==> src/rtl/chacha_packet_payload_cipher_assert.svh <==
// assertion macros for the chacha payload cipher
// included by the top level; no other dependencies
`ifndef CHACHA_PACKET_PAYLOAD_CIPHER_ASSERT_SVH
`define CHACHA_PACKET_PAYLOAD_CIPHER_ASSERT_SVH
`ifndef SYNTH
`define CPC_ASSERT_IMPL(label, a, c) \
  label: assert property (@(posedge clk) disable iff (!rst_n) (a) |-> (c)) \
    else $error("assertion failed");
`define CPC_ASSERT_NEXT(label, a, c) \
  label: assert property (@(posedge clk) disable iff (!rst_n) (a) |=> (c)) \
    else $error("assertion failed");
`else
`define CPC_ASSERT_IMPL(label, a, c)
`define CPC_ASSERT_NEXT(label, a, c)
`endif
`endif

==> src/rtl/cpc_pkg.sv <==
// shared types and constants for the chacha payload cipher
// no dependencies
`timescale 1ns / 1ps
package cpc_pkg;
  localparam int PACKET_SIZE_BITS = 16;
  localparam int BLOCK_BYTES = 512 / 8;
  localparam logic [2:0] CFG_KEY0 = 3'd0;
  localparam logic [2:0] CFG_KEY1 = 3'd1;
  localparam logic [2:0] CFG_KEY2 = 3'd2;
  localparam logic [2:0] CFG_KEY3 = 3'd3;
  localparam logic [2:0] CFG_NONCE = 3'd4;
  localparam logic [2:0] CFG_LONG = 3'd5;
  localparam logic [2:0] CFG_ROUNDS = 3'd6;
  // "expand 32-byte k" and "expand 16-byte k"
  localparam logic [127:0] SIGMA = {32'h6b206574, 32'h79622d32, 32'h3320646e, 32'h61707865};
  localparam logic [127:0] TAU = {32'h6b206574, 32'h79622d36, 32'h3120646e, 32'h61707865};

  typedef enum logic [1:0] {ST_IDLE, ST_ROUND, ST_FINAL, ST_OUT} state_t;

  typedef struct packed {
    logic load;     // latch word; at block start also load initial state
    logic half;     // run one half round (column or diagonal)
    logic diag;     // diagonal half round when set
    logic finish;   // add init state into keystream buffer
    logic emit;     // compute result into output register
  } cmd_t;

  typedef struct packed {
    logic gen;      // word starts a block
    logic [5:0] halves; // half rounds to run
  } stat_t;

  function automatic logic [31:0] rotl(input logic [31:0] v, input int c);
    rotl = (v << c) | (v >> (32 - c));
  endfunction

  function automatic logic [127:0] qr(input logic [127:0] x);
    logic [31:0] a, b, c, d;
    a = x[31:0]; b = x[63:32]; c = x[95:64]; d = x[127:96];
    a = a + b; d = rotl(d ^ a, 16);
    c = c + d; b = rotl(b ^ c, 12);
    a = a + b; d = rotl(d ^ a, 8);
    c = c + d; b = rotl(b ^ c, 7);
    qr = {d, c, b, a};
  endfunction
endpackage

==> src/rtl/cpc_ctrl.sv <==
// controller state machine for the chacha payload cipher
// depends on cpc_pkg
`timescale 1ns / 1ps
module cpc_ctrl (
  input  logic clk,
  input  logic rst_n,
  input  logic in_valid,
  output logic in_ready,
  input  logic out_ready,
  output logic out_valid,
  input  cpc_pkg::stat_t stat,
  output cpc_pkg::cmd_t cmd
);
  import cpc_pkg::*;
  state_t state_r, state_nxt;
  logic [5:0] cnt_r, cnt_nxt;
  logic out_valid_r, out_valid_nxt;

  // state register
  always_ff @(posedge clk) begin
    if (!rst_n) begin
      state_r <= ST_IDLE;
      cnt_r <= '0;
      out_valid_r <= 1'b0;
    end else begin
      state_r <= state_nxt;
      cnt_r <= cnt_nxt;
      out_valid_r <= out_valid_nxt;
    end
  end

  assign out_valid = out_valid_r;
  // accept in idle while the output register is free or being drained
  assign in_ready = (state_r == ST_IDLE) && (!out_valid_r || out_ready);

  // next state and commands
  always_comb begin
    state_nxt = state_r;
    cnt_nxt = cnt_r;
    out_valid_nxt = out_valid_r && !out_ready;
    cmd = '0;
    unique case (state_r)
      ST_IDLE: begin
        if (in_valid && in_ready) begin
          cmd.load = 1'b1;
          cnt_nxt = '0;
          state_nxt = stat.gen ? ST_ROUND : ST_OUT;
        end
      end
      ST_ROUND: begin
        if (cnt_r == stat.halves) begin
          state_nxt = ST_FINAL;
        end else begin
          cmd.half = 1'b1;
          cmd.diag = cnt_r[0];
          cnt_nxt = cnt_r + 6'd1;
        end
      end
      ST_FINAL: begin
        cmd.finish = 1'b1;
        state_nxt = ST_OUT;
      end
      ST_OUT: begin
        cmd.emit = 1'b1;
        out_valid_nxt = 1'b1;
        state_nxt = ST_IDLE;
      end
      default: state_nxt = ST_IDLE;
    endcase
  end
endmodule

==> config.mk <==
export PLATFORM = sky130hd
export DESIGN_NAME = cpc_ctrl
export DESIGN_NICKNAME = d
export VERILOG_FILES = /design/src/rtl/chacha_packet_payload_cipher_assert.svh /design/src/rtl/cpc_pkg.sv /design/src/rtl/cpc_ctrl.sv
export SDC_FILE = /design/constraint.sdc
export NUM_CORES = 1
export LEC_CHECK = 0
export BUFFER_PORTS_ARGS = -buffer_cell sky130_fd_sc_hd__buf_2
export CAP_MARGIN = 15
export CORE_MARGIN = 2
export CORE_UTILIZATION = 42
export DETAILED_ROUTE_END_ITERATION = 10
export PLACE_DENSITY = 0.65
export SETUP_SLACK_MARGIN = 0.4
export SLEW_MARGIN = 20
export SYNTH_ARGS = -nofsm -noshare
export SYNTH_HDL_FRONTEND = slang
export SYNTH_SLANG_ARGS = --single-unit
==> constraint.sdc <==
create_clock -name clk -period 2 [get_ports clk]
set_input_delay 0.1 -clock clk [delete_from_list [all_inputs] [get_ports clk]]
set_output_delay 0.1 -clock clk [all_outputs]
set_load 0.005 [all_outputs]
# == After elaboration in Yosys (flattened, before gate mapping) ==
# Index checks and enable logic that the tools add are counted.
# op_classes
mux,14
n_reduce_logical,10
eq_ne,7
addsub,1
# op_table
operator,count
$mux 6,2
$pmux 6 s2,1
$mux 2,5
$pmux 2 s4,1
$add 6x1->6 const B,1
$eq 6x6->1,1
$mux 1,5
$eq 2x2->1 const B,2
$ne 2x2->1 const B,2
$logic_and 1x1->1,3
$reduce_and 3->1,1
$eq 2x1->1 const B,1
$logic_not 1->1,2
$logic_not 2->1,1
$ne 2x1->1 const B,1
$reduce_and 2->1,1
$reduce_bool 2->1,1
$logic_or 1x1->1,1
# word_totals
reg_bits,9
in_bits,11

# == Logic depth before layout (Yosys ltp) ==
# Gate-level depths: netlist (run 1).
# logic_depth
depth_word,6
ltp_mapped,7

# == Worst setup path after synthesis (run 1) ==
# Ideal clock, no wire load.
# synth_timing
path_kind,flip-flop to flip-flop
from,register state_r[0]
to,register cnt_r[4]
setup_time_ns,0.062
t_arrival_ns,1.412
stages_incl_launch_ff,8
setup_slack_ns,0.526
synth_period_minus_slack_ns,1.474
path_cell_list,dfxtp_1 inv_1 ha_1 inv_1 a21o_1 o2111ai_2 or3_1 nand3_1
# synth_between
elab_chain_len,5
# synth_rtl
item,line,source
from (decl),cpc_ctrl.sv:15,"state_t state_r, state_nxt;"
from (signal assigned),cpc_ctrl.sv:26,state_r <= state_nxt;
$logic_not 2->1,"cpc_ctrl.sv:34, cpc_ctrl.sv:42",
$logic_and 1x1->1,cpc_ctrl.sv:34,assign in_ready = (state_r == ST_IDLE) && (!out_valid_r || out_ready);
$logic_and 1x1->1,cpc_ctrl.sv:44,if (in_valid && in_ready) begin
$ne 2x1->1 (no source line),-,
$reduce_and 3->1 (no source line),-,
to (signal assigned),cpc_ctrl.sv:27,cnt_r <= cnt_nxt;
to (decl),cpc_ctrl.sv:16,"logic [5:0] cnt_r, cnt_nxt;"
# Parallel ways exist; a longest one is shown, timed or not.
# A chain may end at the register's enable or synchronous reset.

==> results.sh, run 1 <==
export IMPL_status="complete, no violations"
export IMPL_syn2layout_area_growth_pct=52.1
export IMPL_multi_input_area_um2=490
export IMPL_setup_viol=0
export IMPL_leakage_uw=0.000402
export IMPL_drt_initial_drc_count=2
export IMPL_synth_area_per_cell_um2=8.33
export IMPL_grt_max_degree=12
export IMPL_reg2reg_depth=7
export IMPL_io_pins=18
export IMPL_most_common_layout_cells="buf_2, buf_4, nand3_1"
export IMPL_finalNetCount=120
export IMPL_yosysUniqueCellTypes=28
export IMPL_power_density_nw_per_um2=1020
export IMPL_grt_overflow=0
export IMPL_routed_wl_um=1560
export IMPL_clock_insertion_delay_worst_skew_ps=270
export IMPL_regArea_um2=200
export IMPL_fin_util_pct=69.3
export IMPL_cts_tree="yes"
export IMPL_wire_per_inst_um=13.2
export IMPL_final_common_cell="buf_2"
export IMPL_port_buffers=17
export IMPL_vdd_ir_drop_max_uv=617
export IMPL_drtPass1Iterations=4
export IMPL_relSlewSlack_pct=78.1
export IMPL_dp_hpwl_um=977
export IMPL_cts_path_max_buffers=2
export IMPL_critPathLaunch="cnt_r[4]$_SDFFE_PN0P_"
export IMPL_grt_usage_pct=16.7
export IMPL_start_kind="flip-flop"
export IMPL_crit_fanout=3
export IMPL_syn_area_um2=608
export IMPL_fin_skew_ps=5.55
export IMPL_ys_warn_count=0
export IMPL_ys_seq_elements=9
export IMPL_start_util_pct=45.6
export IMPL_antenna_cells=0
export IMPL_synth_seq_area_share_pct=29.6
export IMPL_syn_num_nets=89
export IMPL_worstMarginPinSlew_ps=329
export IMPL_hold_class="primary input to flip-flop"
export IMPL_fin_crit_ps=1560
export IMPL_nFillCells=111
export IMPL_drv_cap=0
export IMPL_cts_clk_slew_worst_paths_ps=70
export IMPL_drive_above_1_share_pct=53.4
export IMPL_fin_crit_sh_pct=78.2
export IMPL_route_vias_total=635
export IMPL_timing_setup_tns_ps=0
export IMPL_antenna_left=0
export IMPL_vias_per_cell=5.38
export IMPL_worstPathRequired_ps=1900
export IMPL_dieWidth_um=42.1
export IMPL_grt_pass1_wl_um=2240
export IMPL_worstHoldStart="stat[6]"
export IMPL_die_area_um2=1770
export IMPL_reg2reg_from="state_r[0]$_SDFFE_PN0P_"
export IMPL_end_kind="output port"
export IMPL_antenna_found_initial=0
export IMPL_core_um2=1330
export IMPL_crit_type="flip-flop to output port"
export IMPL_synth_cells=73
export IMPL_rsz0062_at_grt="yes"
export IMPL_grt_pass1_vias=547
export IMPL_drv_slew=0
export IMPL_place_gp_congestion=0.735
export IMPL_die_h_um=42.1
export IMPL_drc_errors=0
export IMPL_fmax_mhz=639
export IMPL_cts_buffers_inserted=3
export IMPL_hold_path_cell_count=4
export IMPL_placementRows=13
export IMPL_cts_htree_levels=1
export IMPL_cts_sinks=9
export IMPL_cp_arrival_ps=1460
export IMPL_root_buffer="clkbuf_4"
export IMPL_hold_viol_final=0
worst max-delay path, cell delays in order, from the launching register on:
cell,delay (ps)
dfxtp_4,360
xnor2_2,140
nand4_2,170
o21ai_4,220
inv_2,50
and2_4,160
buf_6,110
Yosys cell counts:
master	count	area, µm²
a21o_1	1	7.51
nand4_1	2	12.5
xnor2_1	6	52.6
buf_2	1	5.00
o21ai_2	1	8.76
mux2i_1	1	10.0
o32ai_2	1	16.3
o211ai_1	2	15.0
or2_1	1	6.26
and3_1	1	6.26
o21ai_1	2	10.0
nor2_1	7	26.3
inv_1	6	22.5
nand2_1	4	15.0
o2111ai_2	1	15.0
or3_1	3	18.8
nand2b_1	2	12.5
a221oi_1	1	8.76
nand4_2	1	12.5
a21oi_1	1	5.00
a2bb2oi_1	1	8.76
and2_1	1	6.26
dfxtp_1	9	180
ha_1	5	62.6
nand2_2	2	12.5
nor2b_1	1	6.26
o21ai_0	2	10.0
nand3_1	7	35.0
cells by family (layout without fill, tap and decap cells):
kind of cell               after synthesis  after routing  share of synthesized area [%]
AOI/OAI and AO/OA                       13             13                           17.3
DFF                                      9              9                           29.6
buffers and inverters                    7             37                           4.53
and+or+nand+nor                         32             32                           28.0
adders and majority gates                5              5                           10.3
muxes                                    1              1                           1.65
xor gates and xnor gates                 6              6                           8.64
layout make-up:
type	instances	share of cell area, %
Clock buffer	4	2.84
Inverter	6	2.44
Multi-Input combinational cell	57	53.0
Sequential cell	9	21.7
Tap cell	15	2.03
Timing Repair Buffer	27	18.0
flip-flops by register name, summed over array words and instances, names as in the netlist:
register   count
state_r        2
out_valid      1
cnt_r          6
path summary, 6_finish.rpt:
check	slack [ps]	end
setup / recovery	440	cmd[2]
hold / removal	120	state_r[1]$_SDFFE_PN0P_
setup reg to reg	460	cnt_r[4]$_SDFFE_PN0P_
hold reg to reg	490	state_r[1]$_SDFFE_PN0P_
where the power goes:
| group | leakage, µW | internal [µW] | switching, µW |
|---|---|---|---|
| Combinational | 0.000309 | 272 | 277 |
| Sequential | 0.0000779 | 213 | 37.4 |
| Clock | 0.0000150 | 77.1 | 69.5 |
| Total | 0.000402 | 562 | 384 |
routing by layer:
metal | vias to the layer above | track usage [%] | routed length [µm]
met5 | - | 0 | 0
met4 | 0 | 11.3 | 26
met3 | 4 | 2.59 | 55
met2 | 16 | 25.3 | 776
met1 | 298 | 21.8 | 699
li1 | 317 | - | -
what timing repair did:
item                       CTS  global route
setup endpoints to repair    4             8
gates resized for setup      2            27
hold buffers                 0             0
buffers inserted             1             9
pin swaps                    0             7
through the flow:
step / setup WS, ps / total power [µW] / instance area [µm²] / hold slack [ps] / cells
after global routing: 365 / 1030 / 925 / 161 / 118
after detailed placement: 353 / 610 / 707 / 401 / 104
after CTS: 352 / 777 / 751 / 116 / 109
final: 435 / 946 / 925 / 122 / 118
after floorplan: 526 / 503 / 608 / 293 / 73
after global placement: 359 / 609 / 707 / 406 / 104
Power figures use the tool's default switching activity.
==> run 2, diff against run 1 <==
--- a/config.mk
+++ b/config.mk
@@ -5,6 +5,7 @@
 export SDC_FILE = /design/constraint.sdc
 export NUM_CORES = 1
 export LEC_CHECK = 0
+export ABC_AREA = 1
 export BUFFER_PORTS_ARGS = -buffer_cell sky130_fd_sc_hd__buf_2
 export CAP_MARGIN = 15
 export CORE_MARGIN = 2
==> constraint.sdc (replaced) <==
create_clock -name clk -period 1.35 [get_ports clk]
set_input_delay 0.0675 -clock clk [delete_from_list [all_inputs] [get_ports clk]]
set_output_delay 0.0675 -clock clk [all_outputs]
set_load 0.005 [all_outputs]
==> results.sh, run 2 <==
export IMPL_largest_register_ffs=6
export IMPL_fmax_mhz=731
export IMPL_antenna_found_initial=0
export IMPL_die_h_um=48.2
export IMPL_clock_insertion_delay_worst_skew_ps=270
export IMPL_p_total_uw=2770
export IMPL_antenna_cells=0
export IMPL_rsz0062_at_grt="yes"
export IMPL_wire_per_inst_um=10.7
export IMPL_drtPass1Iterations=4
export IMPL_finalNetCount=194
export IMPL_regArea_um2=203
export IMPL_synth_common_cells="nand2_1, inv_1, nor2_1, dfxtp_1, nand2_2"
export IMPL_setup_ws_ps=-18.3
export IMPL_hold_viol_final=0
export IMPL_cts_sinks=9
export IMPL_worstPathRequired_ps=1560
export IMPL_drc_errors=0
export IMPL_place_gp_congestion=0.817
export IMPL_relSlewSlack_pct=83.9
export IMPL_crit_end="cnt_r[5]$_SDFFE_PN0P_"
export IMPL_vias_per_cell=4.69
export IMPL_drt_initial_drc_count=18
export IMPL_violations="setup timing"
export IMPL_synth_cells=134
export IMPL_worstReg2RegEnd="cnt_r[5]$_SDFFE_PN0P_"
export IMPL_placementRows=15
export IMPL_start_kind="flip-flop"
export IMPL_ys_seq_elements=9
export IMPL_crit_type="flip-flop to flip-flop"
export IMPL_dieWidth_um=48.2
export IMPL_cts_buffers_inserted=3
export IMPL_final_common_cell="nand2_1"
export IMPL_start_util_pct=46.0
export IMPL_syn_num_nets=150
export IMPL_synth_ff_type="dfxtp_1"
export IMPL_worstHoldStart="rst_n"
export IMPL_core_um2=1780
export IMPL_leakage_uw=0.000656
export IMPL_root_buffer="clkbuf_4"
export IMPL_antenna_left=0
export IMPL_grt_pass1_wl_um=3340
export IMPL_synthTopCellsByArea="dfxtp_1, nand2_1, inv_1"
export IMPL_critPathLaunch="state_r[0]$_SDFFE_PN0P_"
export IMPL_syn_area_um2=821
export IMPL_dp_hpwl_um=1400
export IMPL_crit_fanout=8
export IMPL_cp_arrival_ps=1570
export IMPL_dp_cells=178
export IMPL_grt_max_degree=9
export IMPL_route_vias_total=948
export IMPL_io_pins=18
export IMPL_most_common_layout_cells="nand2_1, buf_4, inv_1, buf_2, nand2_2"
export IMPL_syn2layout_area_growth_pct=61.3
export IMPL_fin_skew_ps=0.874
export IMPL_cts_clk_slew_worst_paths_ps=60
export IMPL_drv_cap=0
export IMPL_synth_top_area_share_pct=22.0
export IMPL_synth_most_common_cell="nand2_1"
export IMPL_cts_tree="yes"
export IMPL_timing_setup_tns_ps=-46.5
export IMPL_largest_register="cnt_r"
export IMPL_synth_edff_count=0
export IMPL_fin_crit_ps=1370
export IMPL_synth_area_per_cell_um2=6.13
export IMPL_hold_buffers=0
export IMPL_grt_overflow=0
export IMPL_power_density_nw_per_um2=2090
export IMPL_vdd_ir_drop_max_uv=1350
export IMPL_fin_crit_sh_pct=101
export IMPL_fin_util_pct=74.2
export IMPL_multi_input_area_um2=663
export IMPL_reg2reg_depth=8
export IMPL_worstMarginPinSlew_ps=240
export IMPL_drive_above_1_share_pct=56.5
export IMPL_fin_cells=202
export IMPL_grt_pass1_vias=831
export IMPL_synth_seq_area_share_pct=22.0
export IMPL_cts_htree_levels=1
export IMPL_drv_slew=0
export IMPL_setup_viol=4
export IMPL_hold_class="primary input to flip-flop"
export IMPL_ys_warn_count=0
export IMPL_nFillCells=140
export IMPL_yosysUniqueCellTypes=22
export IMPL_r2r_slack_ps=-20
export IMPL_port_buffers=17
export IMPL_reg2reg_from="state_r[0]$_SDFFE_PN0P_"
export IMPL_routed_wl_um=2160
export IMPL_grt_usage_pct=20.3
export IMPL_end_kind="flip-flop"
export IMPL_die_area_um2=2320
export IMPL_cts_path_max_buffers=2
export IMPL_status="finished with violations"
export IMPL_synth_async_sr_flop_share_pct=0
export IMPL_yosysTopAreaCell="dfxtp_1"
## run 2: cell types whose count changed in the layout (fill, tap and decap cells not counted), moves of 4 or more
cell,change
inv_1,+11
nand2_2,+11
buf_4,+6
nand2_1,+33
nor2_2,+4
xnor2_2,-4
buf_6,+8
nor2_4,+4
inv_2,+6
## run 2: per-layer routing
layer	share of wire, %	global-route usage [%]	up-vias	wire [µm]
met5	0	0	-	0
met2	54	35.5	20	1160
met1	42	25.0	425	900
met3	3.5	2.22	3	76
li1	-	-	500	-
met4	0.74	8.11	0	16
## run 2: critical path: stages, from the launching register on
cell     delay [ps]
dfxtp_4         370
inv_4            70
ha_4            150
nand2_4          60
o21ai_4         240
nand3_4         180
nand2_2         110
inv_2            40
nor2_2           80
## run 2: through the flow
step	hold WS [ps]	worst slack (ps)	area, µm²
2_1_floorplan	185	95.3	848
3_3_place_gp	366	46.5	980
3_5_place_dp	368	-9.29	980
4_1_cts	78.2	9.71	1230
5_1_grt	97.5	-105	1320
6_report	79.9	-18.3	1320
## run 2: power breakdown
part           total, µW  internal (µW)  switching, µW
clock network        218            114            104
registers            505            395            110
logic               2050            962           1090
total               2770           1470           1300
## run 2: area by class of cell
type	instances	share of cell area, %
Multi-Input combinational cell	98	50.1
Timing Repair Buffer	39	22.0
Sequential cell	9	15.3
Inverter	27	8.22
Tap cell	25	2.36
Clock buffer	4	1.98
## run 2: logic make-up after synthesis
group / share of synthesized area, %
DFF: 22.0
adders and majority gates: 7.62
and+or+nand+nor: 48.3
AOI/OAI and AO/OA: 7.62
buffers and inverters: 12.3
xor gates and xnor gates: 2.13
## run 2: how the worst min path moves through the flow
stage / end / slack (ps) / cells after the start
after floorplan: cnt_r[4]$_SDFFE_PN0P_ / 190 / 2
after global placement: cnt_r[2]$_SDFFE_PN0P_ / 370 / 3
after detailed placement: cnt_r[2]$_SDFFE_PN0P_ / 370 / 3
after CTS: cnt_r[2]$_SDFFE_PN0P_ / 80 / 3
after global routing: cnt_r[2]$_SDFFE_PN0P_ / 100 / 3
final: cnt_r[2]$_SDFFE_PN0P_ / 80 / 3
## run 2: what timing repair did
item,in CTS,in global routing
setup endpoints to repair,14,14
resized for setup,31,21
setup buffers,16,4
pin swaps,20,15
cloned,0,0
==> run 3, diff against run 2 <==
--- a/config.mk
+++ b/config.mk
@@ -11,7 +11,7 @@
 export CORE_MARGIN = 2
 export CORE_UTILIZATION = 42
 export DETAILED_ROUTE_END_ITERATION = 10
-export PLACE_DENSITY = 0.65
+export PLACE_DENSITY_LB_ADDON = 0.25
 export SETUP_SLACK_MARGIN = 0.4
 export SLEW_MARGIN = 20
 export SYNTH_ARGS = -nofsm -noshare
==> results.sh, run 3 (synthesized netlist as in run 2, its figures left out) <==
export IMPL_status="finished with violations"
export IMPL_violations="setup timing"
export IMPL_fin_crit_ps=1370
export IMPL_crit_type="flip-flop to output port"
export IMPL_final_common_cell="nand2_1"
export IMPL_dp_hpwl_um=1380
export IMPL_nFillCells=142
export IMPL_antenna_found_initial=0
export IMPL_finalNetCount=194
export IMPL_root_buffer="clkbuf_4"
export IMPL_vias_per_cell=4.92
export IMPL_dp_cells=178
export IMPL_vdd_ir_drop_max_uv=1450
export IMPL_hold_viol_final=0
export IMPL_grt_pass1_vias=783
export IMPL_fin_util_pct=73.5
export IMPL_cts_clk_slew_worst_paths_ps=60
export IMPL_die_h_um=48.2
export IMPL_r2r_slack_ps=-10
export IMPL_placementRows=15
export IMPL_route_vias_total=994
export IMPL_worstMarginPinSlew_ps=233
export IMPL_setup_viol=4
export IMPL_grt_usage_pct=19.6
export IMPL_most_common_layout_cells="nand2_1, buf_4, inv_1, buf_2, nand2_2"
export IMPL_clock_insertion_delay_worst_skew_ps=270
export IMPL_cts_path_max_buffers=2
export IMPL_port_buffers=17
export IMPL_fmax_mhz=729
export IMPL_die_area_um2=2320
export IMPL_slowest_delay_ps=340
export IMPL_cp_top_family="buffers and inverters"
export IMPL_start_kind="flip-flop"
export IMPL_leakage_uw=0.000653
export IMPL_drv_cap=0
export IMPL_grt_overflow=0
export IMPL_largest_register_ffs=6
export IMPL_end_kind="output port"
export IMPL_relSlewSlack_pct=84.3
export IMPL_drv_slew=0
export IMPL_rsz0062_at_grt="yes"
export IMPL_power_density_nw_per_um2=2150
export IMPL_cts_sinks=9
export IMPL_io_pins=18
export IMPL_drc_errors=0
export IMPL_cts_htree_levels=1
export IMPL_crit_fanout=4
export IMPL_routed_wl_um=2450
export IMPL_start_util_pct=46.0
export IMPL_fin_crit_sh_pct=102
export IMPL_path_buf_inv=5
export IMPL_dieWidth_um=48.2
export IMPL_drtPass1Iterations=4
export IMPL_pre_cts_ws_ps=-4.57
export IMPL_fin_skew_ps=0.452
export IMPL_crit_path_top_delay_cell="dfxtp_2"
export IMPL_syn2layout_area_growth_pct=59.8
export IMPL_wire_per_inst_um=12.1
export IMPL_cp_arrival_ps=1300
export IMPL_grt_pass1_wl_um=3150
export IMPL_grt_max_degree=9
export IMPL_core_um2=1780
export IMPL_setup_ws_ps=-22.0
export IMPL_cts_buffers_inserted=3
export IMPL_worstPathRequired_ps=1280
export IMPL_worstPathCellList="inv_4 > ha_4 > nand2_4 > buf_4 > buf_6 > inv_2 > buf_2"
export IMPL_antenna_cells=0
export IMPL_drt_initial_drc_count=21
export IMPL_drive_above_1_share_pct=55.4
export IMPL_antenna_left=0
export IMPL_largest_register="cnt_r"
export IMPL_fin_cells=202
export IMPL_cts_tree="yes"
export IMPL_place_gp_congestion=0.772
export IMPL_hold_class="primary input to flip-flop"
## run 3: cell counts in the layout (fill, tap and decap cells not counted)
Identical to the previous run, type by type.
## run 3: area by class of cell
class	count	area, µm²	area share, %
multi-input cells	98	658	50.2
well taps	25	31.3	2.39
clock buffers	4	26.3	2.00
inverters	27	111	8.49
repair buffers	39	282	21.5
flip-flops and latches	9	203	15.5
## run 3: what timing repair did
action	in CTS	in global routing
setup endpoints to repair	14	14
resized for setup	28	22
endpoints found under the hold margin	0	0
pin swaps	18	14
setup buffers	12	8
hold buffers	0	0
## run 3: report_power, final
part / internal [µW] / switching (µW)
clock network: 114 / 100
logic: 976 / 1110
registers: 395 / 121
total: 1490 / 1330
## run 3: routing by layer
layer	GRT usage, %	wire, µm
met2	35.0	1300
met4	9.73	101
met3	2.22	101
met5	0	0
met1	22.7	943
## run 3: worst reg2reg max path: cells and delay by family (launching register included)
kind            cells  cell delay [ps]
simple gates        5              480
compound gates      1              230
flops               1              340
buf+inv             1               70
fa+ha+maj           1              180
## run 3: path summary, 6_finish.rpt
check / cells past startpoint / start / endpoint
worst min register to register: 2 / cnt_r[3]$_SDFFE_PN0P_ / cnt_r[3]$_SDFFE_PN0P_
worst max-delay path: 7 / state_r[1]$_SDFFE_PN0P_ / in_ready
worst min-delay path: 3 / rst_n / cnt_r[1]$_SDFFE_PN0P_
worst max register to register: 8 / state_r[1]$_SDFFE_PN0P_ / cnt_r[2]$_SDFFE_PN0P_
## run 3: per-stage QoR
step           instance area, µm²  hold slack, ps  power, µW  TNS (ps)
3_5_place_dp                  980             372       1780     -6.30
2_1_floorplan                 848             185       1480         0
3_3_place_gp                  980             365       1730         0
5_1_grt                      1310             113       2990      -503
4_1_cts                      1180            91.9       2400         0
6_report                     1310             102       2820     -48.4
